<file path="config.mk">
export PLATFORM = sky130hd
export DESIGN_NAME = rtiq_sqrt
export DESIGN_NICKNAME = d
export VERILOG_FILES = /design/src/rtl/assert_macros.svh /design/src/rtl/rtiq_pkg.sv /design/src/rtl/rtiq_sqrt.sv
export SDC_FILE = /design/constraint.sdc
export NUM_CORES = 2
export LEC_CHECK = 0
export BUFFER_PORTS_ARGS = -buffer_cell sky130_fd_sc_hd__buf_2
export CAP_MARGIN = 20
export CELL_PAD_IN_SITES_DETAIL_PLACEMENT = 0
export CELL_PAD_IN_SITES_GLOBAL_PLACEMENT = 1
export CORE_ASPECT_RATIO = 1.2
export CORE_MARGIN = 2
export CORE_UTILIZATION = 35
export CTS_CLUSTER_DIAMETER = 200
export DETAILED_ROUTE_END_ITERATION = 8
export MAX_ROUTING_LAYER = met4
export PLACE_DENSITY = 0.59
export SYNTH_ARGS = -nofsm -noshare
export SYNTH_HDL_FRONTEND = slang
export SYNTH_MEMORY_MAX_BITS = 65536
export SYNTH_SLANG_ARGS = --single-unit
</file>
<file path="constraint.sdc">
create_clock -name clk -period 4.3 [get_ports clk]
set_clock_uncertainty 0.1 [all_clocks]
set_input_delay 0.215 -clock clk [delete_from_list [all_inputs] [get_ports clk]]
set_output_delay 0.215 -clock clk [all_outputs]
set_load 0.02 [all_outputs]
</file>
<file path="src/rtl/assert_macros.svh">
// Assertion macros used by the top level of the transform inverter.
`ifndef ASSERT_MACROS_SVH
`define ASSERT_MACROS_SVH

// Same-cycle implication, disabled while reset is asserted.
`define ASSERT_IMPL(label, clk, rst_n, ante, cons) \
  label: assert property (@(posedge clk) disable iff (!rst_n) (ante) |-> (cons)) \
    else $error("implication check failed");

// Next-cycle implication, disabled while reset is asserted.
`define ASSERT_NEXT(label, clk, rst_n, ante, cons) \
  label: assert property (@(posedge clk) disable iff (!rst_n) (ante) |=> (cons)) \
    else $error("next-cycle check failed");

`endif

</file>
<file path="src/rtl/rtiq_pkg.sv">
// Types and fixed constants of the rigid transform inverter.
package rtiq_pkg;

  localparam int MAG_W       = 31;
  localparam int SUM_W       = 64;
  localparam int ROOT_W      = 32;
  localparam int SQRT_STAGES = 32;

  typedef struct packed {
    logic signed [31:0] rot_00;
    logic signed [31:0] rot_01;
    logic signed [31:0] rot_02;
    logic signed [31:0] rot_10;
    logic signed [31:0] rot_11;
    logic signed [31:0] rot_12;
    logic signed [31:0] rot_20;
    logic signed [31:0] rot_21;
    logic signed [31:0] rot_22;
    logic signed [31:0] trans_x;
    logic signed [31:0] trans_y;
    logic signed [31:0] trans_z;
  } in_t;

  typedef struct packed {
    logic        [30:0] quat_w;
    logic signed [31:0] quat_x;
    logic signed [31:0] quat_y;
    logic signed [31:0] quat_z;
    logic signed [31:0] inv_trans_x;
    logic signed [31:0] inv_trans_y;
    logic signed [31:0] inv_trans_z;
  } out_t;

  // Quaternion signs and the finished translation.
  typedef struct packed {
    logic        [3:0]  neg;
    logic signed [31:0] inv_x;
    logic signed [31:0] inv_y;
    logic signed [31:0] inv_z;
  } side2_t;

  typedef struct packed {
    logic [3:0][MAG_W-1:0] mag;
    side2_t                s2;
  } side1_t;

  typedef struct packed {
    side1_t            s1;
    logic [SUM_W-1:0]  sumsq;
  } front_t;

endpackage

</file>
<file path="src/rtl/rtiq_sqrt.sv">
// Pipelined integer square root, one result bit per stage.
module rtiq_sqrt import rtiq_pkg::*; (
  input  logic              clk,
  input  logic              rst_n,
  input  logic              in_valid,
  input  logic [SUM_W-1:0]  radicand,
  output logic              out_valid,
  output logic [ROOT_W-1:0] root
);

  logic [34:0]       rem_r  [SQRT_STAGES];
  logic [ROOT_W-1:0] root_r [SQRT_STAGES];
  logic [SUM_W-1:0]  x_r    [SQRT_STAGES];
  logic              vld_r  [SQRT_STAGES];

  logic [34:0]       rem_p  [SQRT_STAGES];
  logic [ROOT_W-1:0] root_p [SQRT_STAGES];
  logic [SUM_W-1:0]  x_p    [SQRT_STAGES];
  logic              vld_p  [SQRT_STAGES];

  for (genvar k = 0; k < SQRT_STAGES; k++) begin : g_stage
    logic [34:0] cat, trial;

    if (k == 0) begin : g_first
      assign rem_p[k]  = '0;
      assign root_p[k] = '0;
      assign x_p[k]    = radicand;
      assign vld_p[k]  = in_valid;
    end else begin : g_rest
      assign rem_p[k]  = rem_r[k-1];
      assign root_p[k] = root_r[k-1];
      assign x_p[k]    = x_r[k-1];
      assign vld_p[k]  = vld_r[k-1];
    end

    assign cat   = {rem_p[k][32:0], x_p[k][SUM_W-1 -: 2]};
    assign trial = {1'b0, root_p[k], 2'b01};

    always_ff @(posedge clk) begin
      if (cat >= trial) begin
        rem_r[k]  <= cat - trial;
        root_r[k] <= {root_p[k][ROOT_W-2:0], 1'b1};
      end else begin
        rem_r[k]  <= cat;
        root_r[k] <= {root_p[k][ROOT_W-2:0], 1'b0};
      end
      x_r[k] <= {x_p[k][SUM_W-3:0], 2'b00};
    end

    always_ff @(posedge clk) begin
      if (!rst_n) begin
        vld_r[k] <= 1'b0;
      end else begin
        vld_r[k] <= vld_p[k];
      end
    end
  end

  assign out_valid = vld_r[SQRT_STAGES-1];
  assign root      = root_r[SQRT_STAGES-1];

endmodule

</file>
# Word-level counts from Yosys, hierarchy flattened
# Memory sizes are Yosys's and may differ from the RTL's.
# Cells that the tools add are included.
[totals] register_bits=0 ram_bits=4160 output_inout_bits=33 wordCells=358 memories=4
[memory_table] memory="x_r" depth=32 word_bits=62 rd=31 rd_ports_with_merged_regs=0 wr=32 line="rtiq_sqrt.sv:13" text="logic [SUM_W-1:0] x_r [SQRT_STAGES];"
[memory_table] memory="rem_r" depth=32 word_bits=35 rd=31 rd_ports_with_merged_regs=0 wr=32 line="rtiq_sqrt.sv:11" text="logic [34:0] rem_r [SQRT_STAGES];"
[memory_table] memory="root_r" depth=32 word_bits=32 rd=32 rd_ports_with_merged_regs=0 wr=32 line="rtiq_sqrt.sv:12" text="logic [ROOT_W-1:0] root_r [SQRT_STAGES];"
[memory_table] memory="vld_r" depth=32 word_bits=1 rd=32 rd_ports_with_merged_regs=0 wr=32 line="rtiq_sqrt.sv:14" text="logic vld_r [SQRT_STAGES];"
[op_classes] n_addsub=32 n_lt_le_gt_ge=32 n_mux=194 bitwise_logic=96
[op_table] op="35-bit 2-to-1 mux" count=32
[op_table] op="35-bit by 34-bit greater-or-equal comparator with 1-bit output" count=31
[op_table] op="35-bit by 34-bit subtractor with 35-bit output" count=31
[op_table] op="32-bit 2-to-1 mux" count=32
[op_table] op="1-bit 2-to-1 mux" count=130
[op_table] op="1-bit OR" count=96
[op_table] op="2-bit by 1-bit subtractor with 3-bit output (second input constant)" count=1
[op_table] op="2-bit by 1-bit greater-or-equal comparator with 1-bit output (second input constant)" count=1

# Depth between registers and ports, before layout
# An unclocked memory read counts as a cell.
[depth] word_depth=5 depth_mapped=14

# Worst setup path after synthesis
# No wires, ideal clock.
[synth_path] path_kind="reg-to-reg" startpoint="memory root_r[27][14], in the netlist root_r[1][366]" endpoint="memory rem_r[28][27], in the netlist rem_r[1][447]" setup_ns=0.132 arrival_time_ns=3.165 required_ns=4.068 setup_slack_ns=0.903 stages_incl_launch_ff=13 n_path_buf=2 path_cell_list="dfxtp_1 inv_1 ha_1 a21o_1 a21o_1 or4_1 a21o_1 a2111o_1 a41oi_1 and2_1 clkbuf_1 buf_1 o21ai_0"
[synth_rtl] item="start, declared" line="rtiq_sqrt.sv:12"
[synth_rtl] item="end, declared" line="rtiq_sqrt.sv:11"

==> impl_metrics.json <==
{
  "pin_count": 100,
  "path_class": "flip-flop to flip-flop",
  "cp-start-kind": "flip-flop",
  "cts_buffer_depth": 4,
  "maxCapViolCount": 0,
  "cts_tree": "yes",
  "rows": 206,
  "path_common_cell": "o31a_1",
  "post-cts-setup-buffers": 0,
  "gr-total-overflow": 0,
  "dp_hpwl_um": 166000,
  "post_cts_resized": 0,
  "syn_nets": 9765,
  "crit_chain": "inv_1, ha_1, nor2b_1, o31a_1, o32ai_1, o21ai_0, a2111oi_0, buf_4, o31a_1, o22ai_1, or3_1, a21boi_0",
  "hold_viol_final": 0,
  "fmax_mhz": 265,
  "yosysSeqAreaShare": 0.547,
  "cp.required_ns": 4.93,
  "p_leak_nw": 50.1,
  "drive_above_1_share": 0.0809,
  "fp.dieW_um": 473,
  "grt_max_degree": 61,
  "dp.cells": 12600,
  "min_period_over_period": 0.876,
  "ant_nets": 0,
  "grt_pass1_wl_um": 341000,
  "synth.distinct_cells": 89,
  "drv_slew": 0,
  "synth_top_cell_area_share": 0.547,
  "globalplace.congestion": 0.870,
  "cts_sinks": 2526,
  "htreeDepth": 5,
  "wl_um": 214000,
  "layout_common_cells": "2526 x dfxtp_1, 701 x inv_1, 613 x nand2_1",
  "grt_util_all_layers": 0.161,
  "fin_cells": 13200,
  "coreArea_mm2": 0.263,
  "cp_data_arrival_time_ns": 4.40,
  "layout_setup_ws_ns": 0.532,
  "vias_per_cell": 4.76,
  "drtPass1Iterations": 7,
  "syn_to_final_growth_pct": 16.5,
  "path_clk_slew_ns": 0.06,
  "ys_async_sr_fraction": 0,
  "setup_tns_ns": 0,
  "ys_ff_latch": 2526,
  "power_density_mw_per_mm2": 599,
  "clk_latency_ns": 0.84,
  "grt_antenna_before_repair": 3,
  "vdd_ir_drop_max_mv": 0.354,
  "initial_utilization": 0.352,
  "drtIter0Drc": 2553,
  "finalCriticalPeriod_ns": 3.77,
  "finish.net_count": 10200,
  "vias": 62600,
  "wl_per_cell_um": 16.3,
  "status": "complete, no violations",
  "die_y_um": 567,
  "finalSetupViolations": 0,
  "yosys_most_used_dff": "dfxtp_1",
  "regArea_mm2": 0.0506,
  "avgSynthCellArea_um2": 10.1,
  "synthTopCellsByArea": "dfxtp_1 55%, ha_1 7.6%, xnor2_1 3.8%",
  "setup.worst_path.end_class": "flip-flop",
  "timing.slew.headroom": 0.434,
  "drc": 0,
  "ys_warn_count": 0,
  "numCtsBuffers": 272,
  "n_fill_cell": 25600,
  "worst_path_max_delay_cell": "o32ai_1",
  "multi_input_area_mm2": 0.0387,
  "final_common_cell": "dfxtp_1",
  "pre_cts_ws_ns": 0.540,
  "crit_fanout": 5,
  "synth_top_cell_by_area": "dfxtp_1",
  "worst_slew_pin_slew_ns": 0.842,
  "cpPeakStageDelay_ns": 0.59,
  "cts-root-buf": "clkbuf_16",
  "fp.dieArea_mm2": 0.268,
  "synth-edff-count": 0,
  "power_w": 0.0646,
  "grt_pass1_vias": 64100,
  "hold_class": "flip-flop to flip-flop",
  "synthCells": 9137,
  "synthesis.area_mm2": 0.0925,
  "holdWs_ns": 0.190,
  "port_buffers": 99,
  "rsz0062_at_grt": "false"
}
[area by class of cell]
type / instances / share of cell area
clock buffer: 372 / 0.0716
clock inverter: 106 / 0.0137
inverter: 702 / 0.0245
tap: 3432 / 0.0398
multi-input combinational: 5727 / 0.359
sequential: 2526 / 0.469
antenna: 2 / 0.0000464
timing repair buffer: 299 / 0.0223
[final timing paths]
kind / startpoint / end / slack (ns) / cells after the start
max: root_r[1][288] / rem_r[1][378] / 0.53 / 12
min: x_r[6][57] / x_r[7][59] / 0.19 / 0
max reg2reg: root_r[1][288] / rem_r[1][378] / 0.53 / 12
min reg2reg: x_r[6][57] / x_r[7][59] / 0.19 / 0
[through the flow]
| step | util | instance area, µm² |
|---|---|---|
| after CTS | 0.410 | 108000 |
| after detailed placement | 0.370 | 97200 |
| after global routing | 0.410 | 108000 |
| after global placement | 0.370 | 97200 |
| after floorplan | - | 92500 |
| final | 0.410 | 108000 |
[kinds of logic after synthesis]
group,share of synthesized area
other,0.0000406
muxes,0.0128
AOI/OAI and AO/OA,0.126
DFF,0.547
adders and majority gates,0.0759
xor gates and xnor gates,0.0752
buffers and inverters,0.0361
and+or+nand+nor,0.127
[Yosys cell counts, types with 60 or more instances]
cell         n
nor2_1     606
o21bai_1    60
nor4_1     118
nand3_1    152
inv_1      701
a31oi_1     63
nor2b_1     78
ha_1       561
mux2_2      95
or3_1      104
a21oi_1    589
nand4_1     83
nor3_1     204
clkbuf_1   161
o21a_1      95
o21ai_0    471
nand2_1    613
xor2_1     387
xnor2_1    405
dfxtp_1   2526
nand2b_1    97
a21o_1     225
or4_1       61
and2_1      75
[per-layer routing]
metal,vias to the layer above,GRT usage,share of wire
li1,32100,-,-
met1,29300,0.164,0.39
met2,858,0.311,0.55
met3,421,0.0239,0.032
met4,0,0.0525,0.031
met5,-,-,0
[repair_timing]
action                                  4_1_cts  5_1_grt
endpoints found under the setup margin        0        0
hold buffers                                133        0
endpoints found under the hold margin        97        0
[registers in the layout (all words and copies together) (netlist names)]
| register | flops |
|---|---|
| rem_r | 974 |
| root_r | 528 |
| vld_r | 32 |
| x_r | 992 |
[worst max-delay path: cells and delay by family (launching register included)]
family | cells | cell delay [ns]
AOI/OAI and AO/OA | 7 | 2.15
and+or+nand+nor | 2 | 0.49
DFF | 1 | 0.35
adders and majority gates | 1 | 0.33
buffers and inverters | 2 | 0.26
[report_power, final]
group	switching [W]	total, W	internal (W)
combinational	0.00583	0.0105	0.00472
clock	0.00935	0.0237	0.0143
sequential	0.00305	0.0303	0.0273
Note: power is estimated with default switching activity, not from simulation.
